**config.mk**
```make
export PLATFORM = sky130hd
export DESIGN_NAME = msr_csr
export DESIGN_NICKNAME = d
export VERILOG_FILES = /design/src/hdl/msr_pkg.sv /design/src/hdl/msr_csr.sv
export SDC_FILE = /design/constraint.sdc
export NUM_CORES = 1
export LEC_CHECK = 0
export BUFFER_PORTS_ARGS = -buffer_cell sky130_fd_sc_hd__buf_2
export CORE_AREA = 8 8 81 83
export CTS_CLUSTER_SIZE = 10
export DETAILED_ROUTE_END_ITERATION = 8
export DIE_AREA = 0 0 89 91
export GPL_ROUTABILITY_DRIVEN = 0
export PLACE_DENSITY = 0.78
export SYNTH_ARGS = -nofsm -noshare
export SYNTH_HDL_FRONTEND = slang
export SYNTH_SLANG_ARGS = --single-unit
```
**constraint.sdc**
```tcl
create_clock -name clock -period 1.1 [get_ports clock]
set_input_delay 0.11 -clock clock [delete_from_list [all_inputs] [get_ports clock]]
set_output_delay 0.11 -clock clock [all_outputs]
set_load 0.01 [all_outputs]
```
**src/hdl/msr_pkg.sv**
```systemverilog
`default_nettype none

package msr_pkg;

   // Field widths of the request and response payloads.
   localparam int REQ_TYPE_W = 3;
   localparam int MOTOR_SEL_W = 2;
   localparam int MOTOR_SEL_SPAN = 1 << MOTOR_SEL_W;
   localparam int PIN_W = 4;
   localparam int CODE_W = 2;
   localparam int TIMER_W = 16;

   // Configuration port.
   localparam int CSR_INDEX_W = 2;
   localparam int CSR_DATA_W = 16;

   localparam logic [CSR_INDEX_W-1:0] CSR_PERIOD_TOP = 2'd0;
   localparam logic [CSR_INDEX_W-1:0] CSR_START_COMPARE = 2'd1;
   localparam logic [CSR_INDEX_W-1:0] CSR_COMPARE_STEP = 2'd2;
   localparam logic [CSR_INDEX_W-1:0] CSR_RAMP_PERIODS = 2'd3;

   localparam logic [TIMER_W-1:0] RST_PERIOD_TOP = 16'd36000;
   localparam logic [TIMER_W-1:0] RST_START_COMPARE = 16'd26400;
   localparam logic [TIMER_W-1:0] RST_COMPARE_STEP = 16'd152;
   localparam logic [TIMER_W-1:0] RST_RAMP_PERIODS = 16'd150;

   // Request codes.
   localparam logic [REQ_TYPE_W-1:0] REQ_TICK = 3'd0;
   localparam logic [REQ_TYPE_W-1:0] REQ_EAST = 3'd1;
   localparam logic [REQ_TYPE_W-1:0] REQ_WEST = 3'd2;
   localparam logic [REQ_TYPE_W-1:0] REQ_STOP = 3'd3;
   localparam logic [REQ_TYPE_W-1:0] REQ_STOP_ALL = 3'd4;

   // Direction codes.
   localparam logic [CODE_W-1:0] DIR_STOP = 2'd0;
   localparam logic [CODE_W-1:0] DIR_EAST = 2'd1;
   localparam logic [CODE_W-1:0] DIR_WEST = 2'd2;

   // Run state codes.
   localparam logic [CODE_W-1:0] RUN_STOPPED = 2'd0;
   localparam logic [CODE_W-1:0] RUN_RAMPING = 2'd1;
   localparam logic [CODE_W-1:0] RUN_FULL = 2'd2;

   typedef struct packed {
      logic [TIMER_W-1:0] period_top;
      logic [TIMER_W-1:0] start_compare;
      logic [TIMER_W-1:0] compare_step;
      logic [TIMER_W-1:0] ramp_periods;
   } cfg_type;

   typedef struct packed {
      logic [REQ_TYPE_W-1:0] req_type;
      logic [MOTOR_SEL_W-1:0] motor_sel;
   } item_type;

   typedef struct packed {
      logic [PIN_W-1:0] enable_pins;
      logic [PIN_W-1:0] direction_pins;
      logic [CODE_W-1:0] running_state;
      logic [CODE_W-1:0] direction;
      logic ramp_busy;
   } result_type;

endpackage

`default_nettype wire

```
**src/hdl/msr_csr.sv**
```systemverilog
`default_nettype none

module msr_csr
   import msr_pkg::*;
(
   input  wire logic                   clock,
   input  wire logic                   reset,
   input  wire logic                   csr_we,
   input  wire logic [CSR_INDEX_W-1:0] csr_index,
   input  wire logic [CSR_DATA_W-1:0]  csr_wdata,
   output cfg_type                     cfg
);

   cfg_type cfg_ff;
   cfg_type cfg_in;

   always_comb begin
      cfg_in = cfg_ff;
      if (csr_we) begin
         case (csr_index)
            CSR_PERIOD_TOP: cfg_in.period_top = csr_wdata;
            CSR_START_COMPARE: cfg_in.start_compare = csr_wdata;
            CSR_COMPARE_STEP: cfg_in.compare_step = csr_wdata;
            CSR_RAMP_PERIODS: cfg_in.ramp_periods = csr_wdata;
            default: cfg_in = cfg_ff;
         endcase
      end
   end

   always_ff @(posedge clock) begin
      if (reset) begin
         cfg_ff.period_top <= RST_PERIOD_TOP;
         cfg_ff.start_compare <= RST_START_COMPARE;
         cfg_ff.compare_step <= RST_COMPARE_STEP;
         cfg_ff.ramp_periods <= RST_RAMP_PERIODS;
      end else begin
         cfg_ff <= cfg_in;
      end
   end

   assign cfg = cfg_ff;

endmodule

`default_nettype wire

```
==> results.md <==
- Status: complete, no violations
- Initial Util: 48.2%
- Fmax: 1060 MHz
- Multi-input gate area: 1210 µm²
- R2R depth: 2
- Worst slew pin tran: 0.403 ns
- Inst Count DP: 390
- DR vias/cell: 4.75
- Power Dens Cells: 1490 nW/µm²
- Worst path slowest cell: dfxtp_1
- VDD IR max: 0.824 mV
- Required @ worst endpoint: 0.99 ns
- Leakage: 1.61 nW
- M3 GR Usage: 5.05%
- WHS Endpoint: cfg[39]$_SDFFE_PP0P_
- Critical Path End Type: output pin
- Starting DRC count in detailed routing: 74
- Global-route wire length before repair: 9.74 mm
- Die Ht: 91 µm
- Worst path bufs/invs: 1
- GRT Total Usage: 15.7%
- Post-route DRC: 0
- Tcrit/Tclk final: 85.7%
- Seq/Total Area, Yosys: 49.8%
- Final setup violating endpoints: 0
- Clock Latency Late Sink: 0.33 ns
- Tmin final: 0.942 ns
- Hold WS: 0.0486 ns
- Vias in the first global route: 2024
- RSZ-0062 raised after global routing: false
- TritonCTS Buffers: 9
- H-tree levels: 3
- WL final: 6.02 mm
- Number of detailed-route iterations in the first pass: 4
- Half-perimeter wire length after placement: 4.44 mm
- # port buffers: 84
- Max_cap viols: 0
- Share of layout cells above drive strength 1: 32.4%
- Register area: 1280 µm²
- Synth Instances: 245
- Crit path DAT: 0.83 ns
- Final-stage net count: 350
- Setup Buffers After CTS: 0
- Die ar.: 8100 µm²
- Die W: 89 µm
- R2r endpoint: cfg[60]$_SDFFE_PP0P_
- Worst slew margin: 73.1%
- Grt met1 use: 18.4%
- GR Overflow Total: 0
- Layout area overhead: 27.1%
- RR Startpoint: cfg[60]$_SDFFE_PP0P_
- HP Start: csr_wdata[7]
- Finished Layout Cells: 405
- Row count: 27
- Met2 Resource Use GR: 25.2%
- CP top delay family: flip-flops
- Top-level I/O count: 85
- Critical Path Source Type: flip-flop
- Flop and latch count out of synthesis: 64
- Most used routing layer: met2
- Routed len/inst: 14.9 µm
- Antenna violations before repair: 0
- Yosys Warn Count: 0
- CTS tree: built
- Mapped Area: 2570 µm²
- Hold Buf Count CTS: 0
- R2r setup slk: 0.48 ns
- Via Count: 1924
- N_diodes: 0
- Critical path type: reg -> out
- Net Count, Synth: 266
- Max FO, Critical Path: 2
- Largest net degree at the start of global routing: 49
- Clock Path Buffers: 2
- Final Max Slew Viols: 0
- Fillers: 486
- Clock sinks: 64
- Crit-path cells: buf_2
- Core Region: 5340 µm²
- Clock tree root buffer cell: clkbuf_8
- Final Hold Viols: 0
- Post-CTS Resized: 0
- Worst Hold Class: in -> reg
- Detail Route Antenna Nets: 0
- Worst clock skew: 0 ns
- CP max stage delay: 0.36 ns
- Synth Area per Inst: 10.5 µm²
- Synth cell types: 13
- Max FFs per register: 64
- Worst hold stages: 3
- Clk slew on worst S/H paths: 0.07 ns
worst max path at each step:
stage | startpoint | endpoint | slack, ns | cells after the start
finish | cfg[57]$_SDFFE_PP0P_ | cfg[57] | 0.16 | 1
global route | cfg[60]$_SDFFE_PP0P_ | cfg[60] | 0.10 | 1
CTS | cfg[57]$_SDFFE_PP0P_ | cfg[57] | 0.14 | 1
detailed placement | csr_index[1] | cfg[60]$_SDFFE_PP0P_ | -0.05 | 3
global placement | csr_index[1] | cfg[56]$_SDFFE_PP0P_ | -0.01 | 3
floorplan | csr_index[1] | cfg[55]$_SDFFE_PP1P_ | 0.24 | 3
routing by layer:
layer | vias up | routed length (µm)
met1 | 900 | 2710
met5 | - | 0
li1 | 968 | -
met4 | 0 | 113
met3 | 9 | 332
met2 | 47 | 2860
layout by cell type (no fill, tap or decap), types with 2 or more instances in the layout:
cell | netlist | final
nand2b_1 | 62 | 62
buf_2 | 10 | 84
dfxtp_1 | 64 | 64
buf_4 | 1 | 3
and3b_2 | 2 | 2
buf_12 | 0 | 3
clkinv_2 | 0 | 3
nand3b_1 | 2 | 2
nor2_1 | 31 | 31
clkbuf_8 | 0 | 10
mux2i_1 | 64 | 64
cell usage after synthesis:
cell type  number  share of area (%)
nand2b_1       62                 15
or3b_1          1               0.34
nor2_1         31                4.5
mux2i_1        64                 25
and3b_2         2               0.78
buf_4           1               0.29
dfxtp_1        64                 50
nor3b_1         1               0.29
nand3b_1        2               0.58
buf_2          10                1.9
nand3_2         1               0.39
buf_6           1               0.44
clkbuf_1        5               0.73
per-stage QoR:
stage | instance area (µm²) | setup slack [ns] | util (%) | TNS (ns) | total power [W]
floorplan | 2570 | 0.242 | - | 0 | 0.00278
global placement | 3090 | -0.0143 | 57.8 | -0.0918 | 0.00297
detailed placement | 3090 | -0.0541 | 57.8 | -0.287 | 0.00298
CTS | 3270 | 0.138 | 61.3 | 0 | 0.00492
global route | 3270 | 0.103 | 61.3 | 0 | 0.00509
finish | 3270 | 0.158 | 61.3 | 0 | 0.00486
area by class of cell:
type	instances	share of cell area (%)
clock buffer	11	4.32
clock inverter	4	1.38
multi-input combinational	164	37.0
sequential	64	39.2
tap	72	2.75
timing repair buffer	90	15.4
cells by family (layout without fill, tap and decap cells):
kind of cell / Yosys count / in the layout / synth area share [%]
flops: 64 / 64 / 49.8
simple gates: 100 / 100 / 22.0
mux: 64 / 64 / 24.9
buf+inv: 17 / 105 / 3.40
report_power, final:
group          internal [W]  total [W]  switching, W
clock network       0.00108    0.00194      0.000854
registers           0.00240    0.00245     0.0000447
logic              0.000228   0.000480      0.000252
No activity file was read; power rests on OpenSTA's default activity.
