`config.mk`:
```
export PLATFORM = sky130hd
export DESIGN_NAME = msr_core
export DESIGN_NICKNAME = d
export VERILOG_FILES = /design/src/hdl/msr_pkg.sv /design/src/hdl/msr_core.sv
export SDC_FILE = /design/constraint.sdc
export NUM_CORES = 1
export LEC_CHECK = 0
export ABC_AREA = 1
export BUFFER_PORTS_ARGS = -buffer_cell sky130_fd_sc_hd__buf_2
export CAP_MARGIN = 10
export CORE_AREA = 8 8 140 142
export CTS_BUF_LIST = sky130_fd_sc_hd__clkbuf_4 sky130_fd_sc_hd__clkbuf_8
export DETAILED_ROUTE_END_ITERATION = 7
export DIE_AREA = 0 0 148 150
export PLACE_DENSITY = 0.69
export SYNTH_ARGS = -nofsm -noshare
export SYNTH_HDL_FRONTEND = slang
export SYNTH_SLANG_ARGS = --single-unit
```
`constraint.sdc`:
```
create_clock -name clock -period 5.7 [get_ports clock]
set_input_delay 0.57 -clock clock [delete_from_list [all_inputs] [get_ports clock]]
set_output_delay 0.57 -clock clock [all_outputs]
set_load 0.005 [all_outputs]
```
`src/hdl/msr_pkg.sv`:
```
`default_nettype none

package msr_pkg;

   // Field widths of the request and response payloads.
   localparam int REQ_TYPE_W = 3;
   localparam int MOTOR_SEL_W = 2;
   localparam int MOTOR_SEL_SPAN = 1 << MOTOR_SEL_W;
   localparam int PIN_W = 4;
   localparam int CODE_W = 2;
   localparam int TIMER_W = 16;

   // Configuration port.
   localparam int CSR_INDEX_W = 2;
   localparam int CSR_DATA_W = 16;

   localparam logic [CSR_INDEX_W-1:0] CSR_PERIOD_TOP = 2'd0;
   localparam logic [CSR_INDEX_W-1:0] CSR_START_COMPARE = 2'd1;
   localparam logic [CSR_INDEX_W-1:0] CSR_COMPARE_STEP = 2'd2;
   localparam logic [CSR_INDEX_W-1:0] CSR_RAMP_PERIODS = 2'd3;

   localparam logic [TIMER_W-1:0] RST_PERIOD_TOP = 16'd36000;
   localparam logic [TIMER_W-1:0] RST_START_COMPARE = 16'd26400;
   localparam logic [TIMER_W-1:0] RST_COMPARE_STEP = 16'd152;
   localparam logic [TIMER_W-1:0] RST_RAMP_PERIODS = 16'd150;

   // Request codes.
   localparam logic [REQ_TYPE_W-1:0] REQ_TICK = 3'd0;
   localparam logic [REQ_TYPE_W-1:0] REQ_EAST = 3'd1;
   localparam logic [REQ_TYPE_W-1:0] REQ_WEST = 3'd2;
   localparam logic [REQ_TYPE_W-1:0] REQ_STOP = 3'd3;
   localparam logic [REQ_TYPE_W-1:0] REQ_STOP_ALL = 3'd4;

   // Direction codes.
   localparam logic [CODE_W-1:0] DIR_STOP = 2'd0;
   localparam logic [CODE_W-1:0] DIR_EAST = 2'd1;
   localparam logic [CODE_W-1:0] DIR_WEST = 2'd2;

   // Run state codes.
   localparam logic [CODE_W-1:0] RUN_STOPPED = 2'd0;
   localparam logic [CODE_W-1:0] RUN_RAMPING = 2'd1;
   localparam logic [CODE_W-1:0] RUN_FULL = 2'd2;

   typedef struct packed {
      logic [TIMER_W-1:0] period_top;
      logic [TIMER_W-1:0] start_compare;
      logic [TIMER_W-1:0] compare_step;
      logic [TIMER_W-1:0] ramp_periods;
   } cfg_type;

   typedef struct packed {
      logic [REQ_TYPE_W-1:0] req_type;
      logic [MOTOR_SEL_W-1:0] motor_sel;
   } item_type;

   typedef struct packed {
      logic [PIN_W-1:0] enable_pins;
      logic [PIN_W-1:0] direction_pins;
      logic [CODE_W-1:0] running_state;
      logic [CODE_W-1:0] direction;
      logic ramp_busy;
   } result_type;

endpackage

`default_nettype wire

```
`src/hdl/msr_core.sv`:
```
`default_nettype none

module msr_core
   import msr_pkg::*;
#(
   parameter int MOTOR_COUNT = 4
) (
   input  wire logic clock,
   input  wire logic reset,
   input  wire logic step,
   input  wire item_type item,
   input  wire cfg_type  cfg,
   output result_type result
);

   // Motors past the reach of the 2-bit id can never be commanded, so their
   // pins stay low and need no storage.
   localparam int NM = (MOTOR_COUNT < MOTOR_SEL_SPAN) ? MOTOR_COUNT : MOTOR_SEL_SPAN;

   logic [TIMER_W-1:0]    cnt_ff, cnt_in;
   logic [TIMER_W-1:0]    cmp_ff, cmp_in;
   logic [TIMER_W-1:0]    ramp_ff, ramp_in;
   logic                  run_ff, run_in;
   logic [MOTOR_SEL_W-1:0] cur_ff, cur_in;
   logic [CODE_W-1:0]     dir_ff [NM];
   logic [CODE_W-1:0]     dir_in [NM];
   logic [CODE_W-1:0]     st_ff [NM];
   logic [CODE_W-1:0]     st_in [NM];
   logic [NM-1:0]         en_ff, en_in;
   logic [NM-1:0]         dbit_ff, dbit_in;
   result_type            result_ff, result_in;

   logic [NM-1:0]         id_sel, cur_sel;
   logic                  id_ok;
   logic                  wrap, ramp_end, hit, repeat_turn;
   logic [TIMER_W-1:0]    cnt_inc, ramp_inc, cmp_dec;
   logic [CODE_W-1:0]     turn_dir, id_dir, id_st;

   always_comb begin
      id_ok = 32'(item.motor_sel) < NM;
      for (int i = 0; i < NM; i++) begin
         id_sel[i] = item.motor_sel == MOTOR_SEL_W'(i);
         cur_sel[i] = cur_ff == MOTOR_SEL_W'(i);
      end

      // Timer arithmetic for one tick; all terms come straight from registers.
      wrap = cnt_ff >= cfg.period_top;
      cnt_inc = cnt_ff + TIMER_W'(1);
      ramp_inc = ramp_ff + TIMER_W'(1);
      ramp_end = ramp_inc >= cfg.ramp_periods;
      cmp_dec = (cmp_ff > cfg.compare_step) ? (cmp_ff - cfg.compare_step) : '0;
      // After a wrap the counter is zero, so it meets the new compare value
      // exactly when the subtraction saturates.
      hit = wrap ? (cmp_ff <= cfg.compare_step) : (cnt_inc == cmp_ff);

      turn_dir = (item.req_type == REQ_EAST) ? DIR_EAST : DIR_WEST;
      id_dir = DIR_STOP;
      for (int i = 0; i < NM; i++) begin
         if (id_sel[i]) begin
            id_dir = dir_ff[i];
         end
      end
      repeat_turn = (cur_ff == item.motor_sel) && (id_dir == turn_dir);

      cnt_in = cnt_ff;
      cmp_in = cmp_ff;
      ramp_in = ramp_ff;
      run_in = run_ff;
      cur_in = cur_ff;
      dir_in = dir_ff;
      st_in = st_ff;
      en_in = en_ff;
      dbit_in = dbit_ff;

      case (item.req_type)
         REQ_TICK: begin
            if (run_ff) begin
               if (wrap) begin
                  cnt_in = '0;
                  cmp_in = cmp_dec;
                  if (ramp_end) begin
                     run_in = 1'b0;
                     ramp_in = '0;
                     en_in = en_ff | cur_sel;
                     for (int i = 0; i < NM; i++) begin
                        if (cur_sel[i]) begin
                           st_in[i] = RUN_FULL;
                        end
                     end
                  end else begin
                     ramp_in = ramp_inc;
                     en_in = en_ff & ~cur_sel;
                     for (int i = 0; i < NM; i++) begin
                        if (cur_sel[i]) begin
                           st_in[i] = RUN_RAMPING;
                        end
                     end
                  end
               end else begin
                  cnt_in = cnt_inc;
               end
               if (!(wrap && ramp_end) && hit) begin
                  en_in = en_in | cur_sel;
               end
            end
         end
         REQ_EAST, REQ_WEST: begin
            if (id_ok && !repeat_turn) begin
               for (int i = 0; i < NM; i++) begin
                  dir_in[i] = id_sel[i] ? turn_dir : DIR_STOP;
                  st_in[i] = RUN_STOPPED;
                  if (id_sel[i]) begin
                     dbit_in[i] = (turn_dir == DIR_EAST);
                  end
               end
               en_in = '0;
               cur_in = item.motor_sel;
               ramp_in = '0;
               cmp_in = cfg.start_compare;
               cnt_in = '0;
               run_in = 1'b1;
            end
         end
         REQ_STOP: begin
            if (id_ok) begin
               run_in = 1'b0;
               ramp_in = '0;
               en_in = en_ff & ~id_sel;
               for (int i = 0; i < NM; i++) begin
                  if (id_sel[i]) begin
                     dir_in[i] = DIR_STOP;
                     st_in[i] = RUN_STOPPED;
                  end
               end
            end
         end
         REQ_STOP_ALL: begin
            run_in = 1'b0;
            ramp_in = '0;
            en_in = '0;
            for (int i = 0; i < NM; i++) begin
               dir_in[i] = DIR_STOP;
               st_in[i] = RUN_STOPPED;
            end
         end
         default: begin
            run_in = run_ff;
         end
      endcase

      id_st = RUN_STOPPED;
      for (int i = 0; i < NM; i++) begin
         if (id_sel[i]) begin
            id_st = st_in[i];
         end
      end
      result_in.enable_pins = PIN_W'(en_in);
      result_in.direction_pins = PIN_W'(dbit_in);
      result_in.running_state = id_st;
      result_in.direction = DIR_STOP;
      for (int i = 0; i < NM; i++) begin
         if (id_sel[i]) begin
            result_in.direction = dir_in[i];
         end
      end
      result_in.ramp_busy = run_in;
   end

   always_ff @(posedge clock) begin
      if (reset) begin
         cnt_ff <= '0;
         cmp_ff <= '0;
         ramp_ff <= '0;
         run_ff <= 1'b0;
         cur_ff <= '0;
         en_ff <= '0;
         dbit_ff <= '0;
         for (int i = 0; i < NM; i++) begin
            dir_ff[i] <= DIR_STOP;
            st_ff[i] <= RUN_STOPPED;
         end
      end else if (step) begin
         cnt_ff <= cnt_in;
         cmp_ff <= cmp_in;
         ramp_ff <= ramp_in;
         run_ff <= run_in;
         cur_ff <= cur_in;
         en_ff <= en_in;
         dbit_ff <= dbit_in;
         dir_ff <= dir_in;
         st_ff <= st_in;
      end
   end

   always_ff @(posedge clock) begin
      if (step) begin
         result_ff <= result_in;
      end
   end

   assign result = result_ff;

endmodule

`default_nettype wire
```
==> flow_summary.json, run 1 <==
{
  "status": "complete, no violations",
  "synth_nets": 1182,
  "avgSynthCellArea_um2": 6.47,
  "final_cell_area_mm2": 0.00768,
  "clock_latency_ns": 0.38,
  "p_per_area_mw_per_mm2": 193,
  "worstPathCellList": "inv_1, nor3_1, nand2_1, nor2_1, nand2_1, nor2_1, nand3_1, or2_2, xor2_1, inv_1, ha_1, nand2_1, inv_1, o21ai_0, a21oi_1, nor2_1, nand3_1, nor3_4, nand2_1, a21oi_1",
  "cts_setup_buffers": 0,
  "area_growth_syn_to_layout_pct": 12.1,
  "layout_setup_ws_ns": 1.94,
  "synth_cells": 1059,
  "antenna_cells": 0,
  "max-cap-violations": 0,
  "drt_iter0_drc": 495,
  "max_stage_delay_ns": 0.73,
  "hold_path.class": "primary input to flop",
  "min_period_over_period_pct": 65.9,
  "clockRootBuffer": "clkbuf_8",
  "grt_pass1_wl_um": 29200,
  "synth_top_family_by_area": "simple AND/OR/NAND/NOR gates",
  "hold_viol": 0,
  "grt_pass1_vias": 6059,
  "grt_overflow": 0,
  "drive_above_1_share_pct": 12.1,
  "nFillCells": 1867,
  "tritoncts": "built",
  "gp_congestion": 0.834,
  "synth_mux_area_share_pct": 0,
  "vdd_drop_max_v": 0.0000909,
  "slew_headroom_pct": 28.2,
  "crit_start": "ramp_ff[0]$_SDFFE_PP0P_",
  "cp_top_family": "simple AND/OR/NAND/NOR gates",
  "synth_cell_type_count": 47,
  "min-delay-start": "cfg[43]",
  "holdWs_ns": 0.443,
  "via_count": 6668,
  "dp.final_hpwl_um": 13600,
  "final_common_cell": "nand2_1",
  "worstPathMaxFanout": 16,
  "worst_setup_path_end_kind": "flop",
  "worst_pin_slew_ns": 1.08,
  "ys.warnings.count": 0,
  "crit_required_ns": 6.00,
  "via_per_inst": 4.88,
  "rsz0062_at_grt": "false",
  "fmax_mhz": 266,
  "start_util_pct": 39.1,
  "path_buf_inv": 3,
  "area.sequential_mm2": 0.00189,
  "synth_compound_area_share_pct": 17.1,
  "cp_slowest_cell": "nor3_4",
  "final_cell_mix": "nand2_1 (271), inv_1 (178), a21oi_1 (103)",
  "num_rows": 49,
  "finalClockSkew_ns": 0.0101,
  "finalMaxSlewViolations": 0,
  "pin_count": 85,
  "die_w_um": 148,
  "io_buffer_count": 84,
  "wirelength_um": 17900,
  "dieArea_mm2": 0.0222,
  "finalSetupTns_ns": 0,
  "cts_hold_buffers": 0,
  "p_leak_nw": 3.83,
  "h-tree-depth": 3,
  "cp-start-kind": "flop",
  "antenna_found_initial": 0,
  "cp.arrival_ns": 4.06,
  "finalCriticalPeriod_ns": 3.76,
  "multi_input_area_mm2": 0.00415,
  "synthXorXnorAreaFrac_pct": 4.20,
  "grtUsageTotal_pct": 16.2,
  "ys_ff_latch": 88,
  "synth_area_mm2": 0.00685,
  "max-clock-path-buffers": 2,
  "clk_pin_slew_ns": 0.10,
  "grt_max_degree": 58,
  "numCtsBuffers": 9,
  "synthSimpleGateAreaFrac_pct": 29.8,
  "setup_viol": 0,
  "drc_errors": 0,
  "rr_startpoint": "ramp_ff[0]$_SDFFE_PP0P_",
  "cpMostUsedCell": "nand2_1",
  "fp.coreArea_mm2": 0.0175,
  "wl_per_cell_um": 13.1,
  "finalNetCount": 1254,
  "cts_sinks": 88,
  "drtAntennaViolNets": 0,
  "drt-pass1-iter-count": 5,
  "yosysSeqAreaShare_pct": 27.6,
  "dieHeight_um": 150,
  "dp_slack_ns": 1.95,
  "crit_type": "flop to flop",
  "synth-adder-area-share_pct": 9.42,
  "place_area_mm2": 0.00745,
  "cts-resized-gates": 0
}
## cells by family (layout without fill, tap and decap cells)
| family | count (synthesis) | count (layout) |
|---|---|---|
| adder cells (fa/ha/maj) | 51 | 51 |
| flip-flops | 88 | 88 |
| XOR/XNOR | 28 | 28 |
| buffers and inverters | 207 | 284 |
| AND/OR/NAND/NOR | 468 | 468 |
| AO/OA/AOI/OAI | 217 | 217 |
## registers in the layout, summed over array words and instances, names as in the netlist
signal / cells
result: 13
ramp_ff: 16
en_ff: 4
cur_ff: 2
run_ff: 1
cmp_ff: 16
dbit_ff: 4
st_ff: 8
dir_ff: 8
cnt_ff: 16
## worst register-to-register path, cell delays in order (launching register included)
cell     delay, ns
dfxtp_1       0.40
inv_1         0.07
nor3_1        0.27
nand2_1       0.08
nor2_1        0.11
nand2_1       0.08
nor2_1        0.15
nand3_1       0.16
or2_2         0.32
xor2_1        0.14
inv_1         0.09
ha_1          0.29
nand2_1       0.07
inv_1         0.04
o21ai_0       0.07
a21oi_1       0.09
nor2_1        0.10
nand3_1       0.17
nor3_4        0.73
nand2_1       0.11
a21oi_1       0.16
## worst paths after layout
path | endpoint | slack (ns) | depth (start not counted)
setup / recovery | ramp_ff[4]$_SDFFE_PP0P_ | 1.94 | 20
hold reg to reg | ramp_ff[15]$_SDFFE_PP0P_ | 0.49 | 2
setup reg to reg | ramp_ff[4]$_SDFFE_PP0P_ | 1.94 | 20
hold / removal | cmp_ff[11]$_SDFFE_PP0P_ | 0.44 | 3
## through the flow
stage / instances / power, mW / utilization, %
after floorplan: 1059 / 0.895 / -
after global placement: 1349 / 0.982 / 42.5
after detailed placement: 1349 / 0.986 / 42.5
after CTS: 1365 / 1.50 / 43.8
after global routing: 1365 / 1.57 / 43.8
final: 1365 / 1.48 / 43.8
## power by group
| part | switching (mW) | total, mW | internal [mW] |
|---|---|---|---|
| sequential | 0.0206 | 0.678 | 0.658 |
| combinational | 0.187 | 0.295 | 0.108 |
| clock | 0.258 | 0.510 | 0.252 |
## per-layer routing
layer	vias up	routed length, um	track usage [%]
li1	3568	-	-
met1	2926	8850	22.0
met2	163	7940	25.8
met3	11	943	3.39
met4	0	186	3.93
met5	-	0	0
## synthesized netlist by cell type (all sizes together)
master,count,area (um^2)
nand3,71,378
xnor3,2,45.0
xor3,1,23.8
o21ai,84,420
o2111ai,1,8.76
nand2,281,1080
inv,181,682
fa,1,20.0
o21a,2,15.0
edfxtp,13,390
nand4,13,81.3
ha,50,626
xnor2,7,61.3
nand3b,4,30.0
xor2,18,158
a21o,2,15.0
o31ai,1,7.51
a22oi,3,22.5
a21oi,112,594
and2,1,6.26
a31oi,2,12.5
clkbuf,14,52.6
dfxtp,75,1500
buf,12,76.3
nor2,81,347
a211oi,4,30.0
nor3,15,103
o21bai,3,22.5
or2,2,12.5
o211ai,2,15.0
a221oi,1,8.76
## cell type report
| class | count | share of cell area, % |
|---|---|---|
| clock inverter | 7 | 1.30 |
| clock buffer | 9 | 1.61 |
| inverter | 181 | 8.88 |
| timing repair buffer | 87 | 5.77 |
| sequential | 88 | 24.6 |
| multi-input combinational | 764 | 54.1 |
| tap | 229 | 3.73 |
Power figures use the tool's default switching activity.
==> run 2, diff against run 1 <==
==> config.mk (replaced) <==
export PLATFORM = sky130hd
export DESIGN_NAME = msr_core
export DESIGN_NICKNAME = d
export VERILOG_FILES = /design/src/hdl/msr_pkg.sv /design/src/hdl/msr_core.sv
export SDC_FILE = /design/constraint.sdc
export NUM_CORES = 1
export LEC_CHECK = 0
export ABC_AREA = 0
export BUFFER_PORTS_ARGS = -buffer_cell sky130_fd_sc_hd__buf_2
export CAP_MARGIN = 10
export CORE_AREA = 8 8 137 139
export CTS_BUF_LIST = sky130_fd_sc_hd__clkbuf_4 sky130_fd_sc_hd__clkbuf_8
export DETAILED_ROUTE_END_ITERATION = 7
export DIE_AREA = 0 0 145 147
export PLACE_DENSITY = 0.71
export SYNTH_ARGS = -nofsm -noshare
export SYNTH_HDL_FRONTEND = slang
export SYNTH_SLANG_ARGS = --single-unit
==> constraint.sdc (replaced) <==
create_clock -name clock -period 3.15 [get_ports clock]
set_input_delay 0.315 -clock clock [delete_from_list [all_inputs] [get_ports clock]]
set_output_delay 0.315 -clock clock [all_outputs]
set_load 0.005 [all_outputs]
==> run 2 against run 1 <==
Effect of this change: the run now ends with setup timing left; combinational power rose by 75%; final cell count down 14%; non-clock buffer count increased by 56; worst setup slack lost 2.1 ns; flip-flop and latch count unchanged; largest power group unchanged.
==> flow_summary.json, run 2 <==
{
  "grt_overflow": 0,
  "wl_per_cell_um": 15.9,
  "via_per_inst": 5.56,
  "synth-adder-area-share_pct": 9.89,
  "synth_ff_type": "dfxtp_1",
  "min_delay_path_depth": 3,
  "synth_nets": 950,
  "antenna_cells": 0,
  "violations": "setup timing",
  "gp_congestion": 0.906,
  "status": "complete, but fails checks",
  "holdWs_ns": 0.245,
  "netlist_top_cells_area": "dfxtp_1 (23%), ha_1 (9.6%), edfxtp_1 (6.0%)",
  "crit_type": "flop to flop",
  "ys_ff_latch": 88,
  "dieArea_mm2": 0.0213,
  "cp-start-kind": "flop",
  "pin_count": 85,
  "synth_cell_type_count": 67,
  "numCtsBuffers": 9,
  "multi_input_area_mm2": 0.00458,
  "worstPathMaxFanout": 6,
  "nFillCells": 1576,
  "reg2reg_slack_ns": -0.18,
  "synth-edff-count": 13,
  "ys.warnings.count": 0,
  "p_per_area_mw_per_mm2": 321,
  "finalCriticalPeriod_ns": 3.33,
  "grt_pass1_vias": 6148,
  "dieHeight_um": 147,
  "clk_pin_slew_ns": 0.09,
  "hold_path.class": "primary input to flop",
  "synth_area_mm2": 0.00653,
  "synthXorXnorAreaFrac_pct": 6.31,
  "rr_endpoint": "result[12]$_DFFE_PP_",
  "crit_required_ns": 3.28,
  "h-tree-depth": 3,
  "vdd_drop_max_v": 0.000226,
  "grt_max_degree": 37,
  "num_rows": 48,
  "die_w_um": 145,
  "min_period_over_period_pct": 106,
  "avgSynthCellArea_um2": 7.89,
  "drt-pass1-iter-count": 5,
  "grtUsageTotal_pct": 16.5,
  "synth_top_family_by_area": "compound AO/OA/AOI/OAI gates",
  "area.sequential_mm2": 0.00190,
  "cp_slowest_cell": "and3b_2",
  "max_stage_delay_ns": 0.36,
  "drive_above_1_share_pct": 25.3,
  "cts_sinks": 88,
  "clockRootBuffer": "clkbuf_8",
  "max-clock-path-buffers": 2,
  "cp.arrival_ns": 3.46,
  "final_common_cell": "nor2_1",
  "worst_setup_path_end_kind": "flop",
  "yosysTopAreaCell": "dfxtp_1",
  "ys_async_sr_fraction_pct": 0,
  "yosysMostFrequentCell": "nor2_1",
  "reg_top3": "cmp_ff x16, cnt_ff x16, ramp_ff x16",
  "finalClockSkew_ns": 0.0191,
  "setup_viol": 21,
  "min-delay-start": "cfg[44]",
  "finalMaxSlewViolations": 0,
  "drc_errors": 0,
  "worstPathCellList": "and3_4, and3_4, and3_4, and3_4, xor2_2, ha_1, a21oi_2, o21ai_2, a211oi_2, o21ai_2, and3b_2, a21oi_2, nand2b_4, a32o_1",
  "cpMostUsedCell": "and3_4",
  "yosysSeqAreaShare_pct": 29.0,
  "fp.coreArea_mm2": 0.0168,
  "wirelength_um": 18600,
  "antenna_found_initial": 2,
  "tritoncts": "built",
  "io_buffer_count": 84,
  "worst_pin_slew_ns": 0.610,
  "whs_endpoint": "cmp_ff[12]$_SDFFE_PP0P_",
  "drt_iter0_drc": 365,
  "rsz0062_at_grt": "true",
  "area_growth_syn_to_layout_pct": 23.6,
  "synthSimpleGateAreaFrac_pct": 21.4,
  "rr_startpoint": "ramp_ff[0]$_SDFFE_PP0P_",
  "synth_mux_area_share_pct": 1.99,
  "grt_pass1_wl_um": 29600,
  "clock_latency_ns": 0.38,
  "max-cap-violations": 0,
  "final_cell_mix": "nor2_1 (100), buf_2 (84), dfxtp_1 (72)",
  "via_count": 6494,
  "yosysTopAreaCellShare_pct": 23.0,
  "synth_commonest_cells": "nor2_1 (103), dfxtp_1 (75), inv_1 (59)",
  "hold_viol": 0,
  "layout_setup_ws_ns": -0.181,
  "report.power.total_mw": 2.59,
  "finalNetCount": 1063,
  "dp.final_hpwl_um": 13500,
  "finalSetupTns_ns": -1.31,
  "synth_compound_area_share_pct": 25.3,
  "fmax_mhz": 300,
  "r2r_cells": 14,
  "slew_headroom_pct": 58.9,
  "drtAntennaViolNets": 0,
  "synth_cells": 827,
  "p_leak_nw": 3.51,
  "start_util_pct": 38.9
}
==> run 2: changes by cell type in the layout (fill, tap and decap cells not counted), sizes merged, moves of 15 or more <==
cell,delta
a21oi,-58
xnor2,+18
nor2,+22
buf,+55
a211oi,+16
inv,-124
nor2b,+15
nand3,-47
a221oi,+17
nand2,-237
o21ai,-18
a22oi,+21
==> run 2: cell type report <==
class	instances	area share (%)
timing repair buffer	143	10.9
multi-input combinational	639	56.8
inverter	59	2.75
clock inverter	4	0.884
tap	225	3.49
sequential	88	23.5
clock buffer	10	1.63
==> run 2: metrics by stage <==
step	std cells	utilization, %	setup WS [ns]	area [um^2]
2_1_floorplan	827	-	-0.158	6550
3_3_place_gp	1142	44.4	-0.181	7430
3_5_place_dp	1142	44.4	-0.270	7430
4_1_cts	1160	46.7	-0.0363	7820
5_1_grt	1168	48.1	-0.250	8060
6_report	1168	48.1	-0.181	8060
==> run 2: what timing repair did <==
action	4_1_cts	5_1_grt
cloned	0	2
setup endpoints to repair	36	36
pin swaps	21	24
hold buffers	0	0
resized for setup	40	36
setup buffers	4	6
==> run 2: cells by family after synthesis <==
group           count (synthesis)
fa+ha+maj                      51
simple gates                  284
buf+inv                       101
compound gates                246
xor+xnor                       47
flops                          88
mux                            10
==> run 2: power breakdown <==
| part | leakage, nW | switching, mW | internal [mW] |
|---|---|---|---|
| clock | 0.106 | 0.415 | 0.447 |
| sequential | 0.743 | 0.0348 | 1.17 |
| combinational | 2.66 | 0.293 | 0.222 |
==> run 2: how the worst max path moves through the flow <==
stage | from | end | slack, ns | depth (start not counted)
after global placement | ramp_ff[1]$_SDFFE_PP0P_ | result[12]$_DFFE_PP_ | -0.18 | 15
after floorplan | ramp_ff[0]$_SDFFE_PP0P_ | result[12]$_DFFE_PP_ | -0.16 | 18
after CTS | ramp_ff[0]$_SDFFE_PP0P_ | result[12]$_DFFE_PP_ | -0.04 | 14
after detailed placement | ramp_ff[1]$_SDFFE_PP0P_ | result[10]$_DFFE_PP_ | -0.27 | 15
after global routing | ramp_ff[0]$_SDFFE_PP0P_ | result[12]$_DFFE_PP_ | -0.25 | 14
final | ramp_ff[0]$_SDFFE_PP0P_ | result[12]$_DFFE_PP_ | -0.18 | 14
==> run 2: critical path: cells and delay by family, from the launching register on <==
family	cells	cell delay, ns
flip-flops	1	0.35
AO/OA/AOI/OAI	6	0.96
AND/OR/NAND/NOR	6	1.33
adder cells (fa/ha/maj)	1	0.30
XOR/XNOR	1	0.17
==> run 2: layer usage <==
| metal | wire length (um) | vias to the layer above | global-route usage [%] | part of all wire (%) |
|---|---|---|---|---|
| li1 | - | 3236 | - | - |
| met1 | 8090 | 3002 | 20.2 | 44 |
| met2 | 9020 | 219 | 28.1 | 49 |
| met3 | 1090 | 33 | 3.94 | 5.9 |
| met4 | 357 | 4 | 5.21 | 1.9 |
| met5 | 23 | - | 0 | 0.12 |
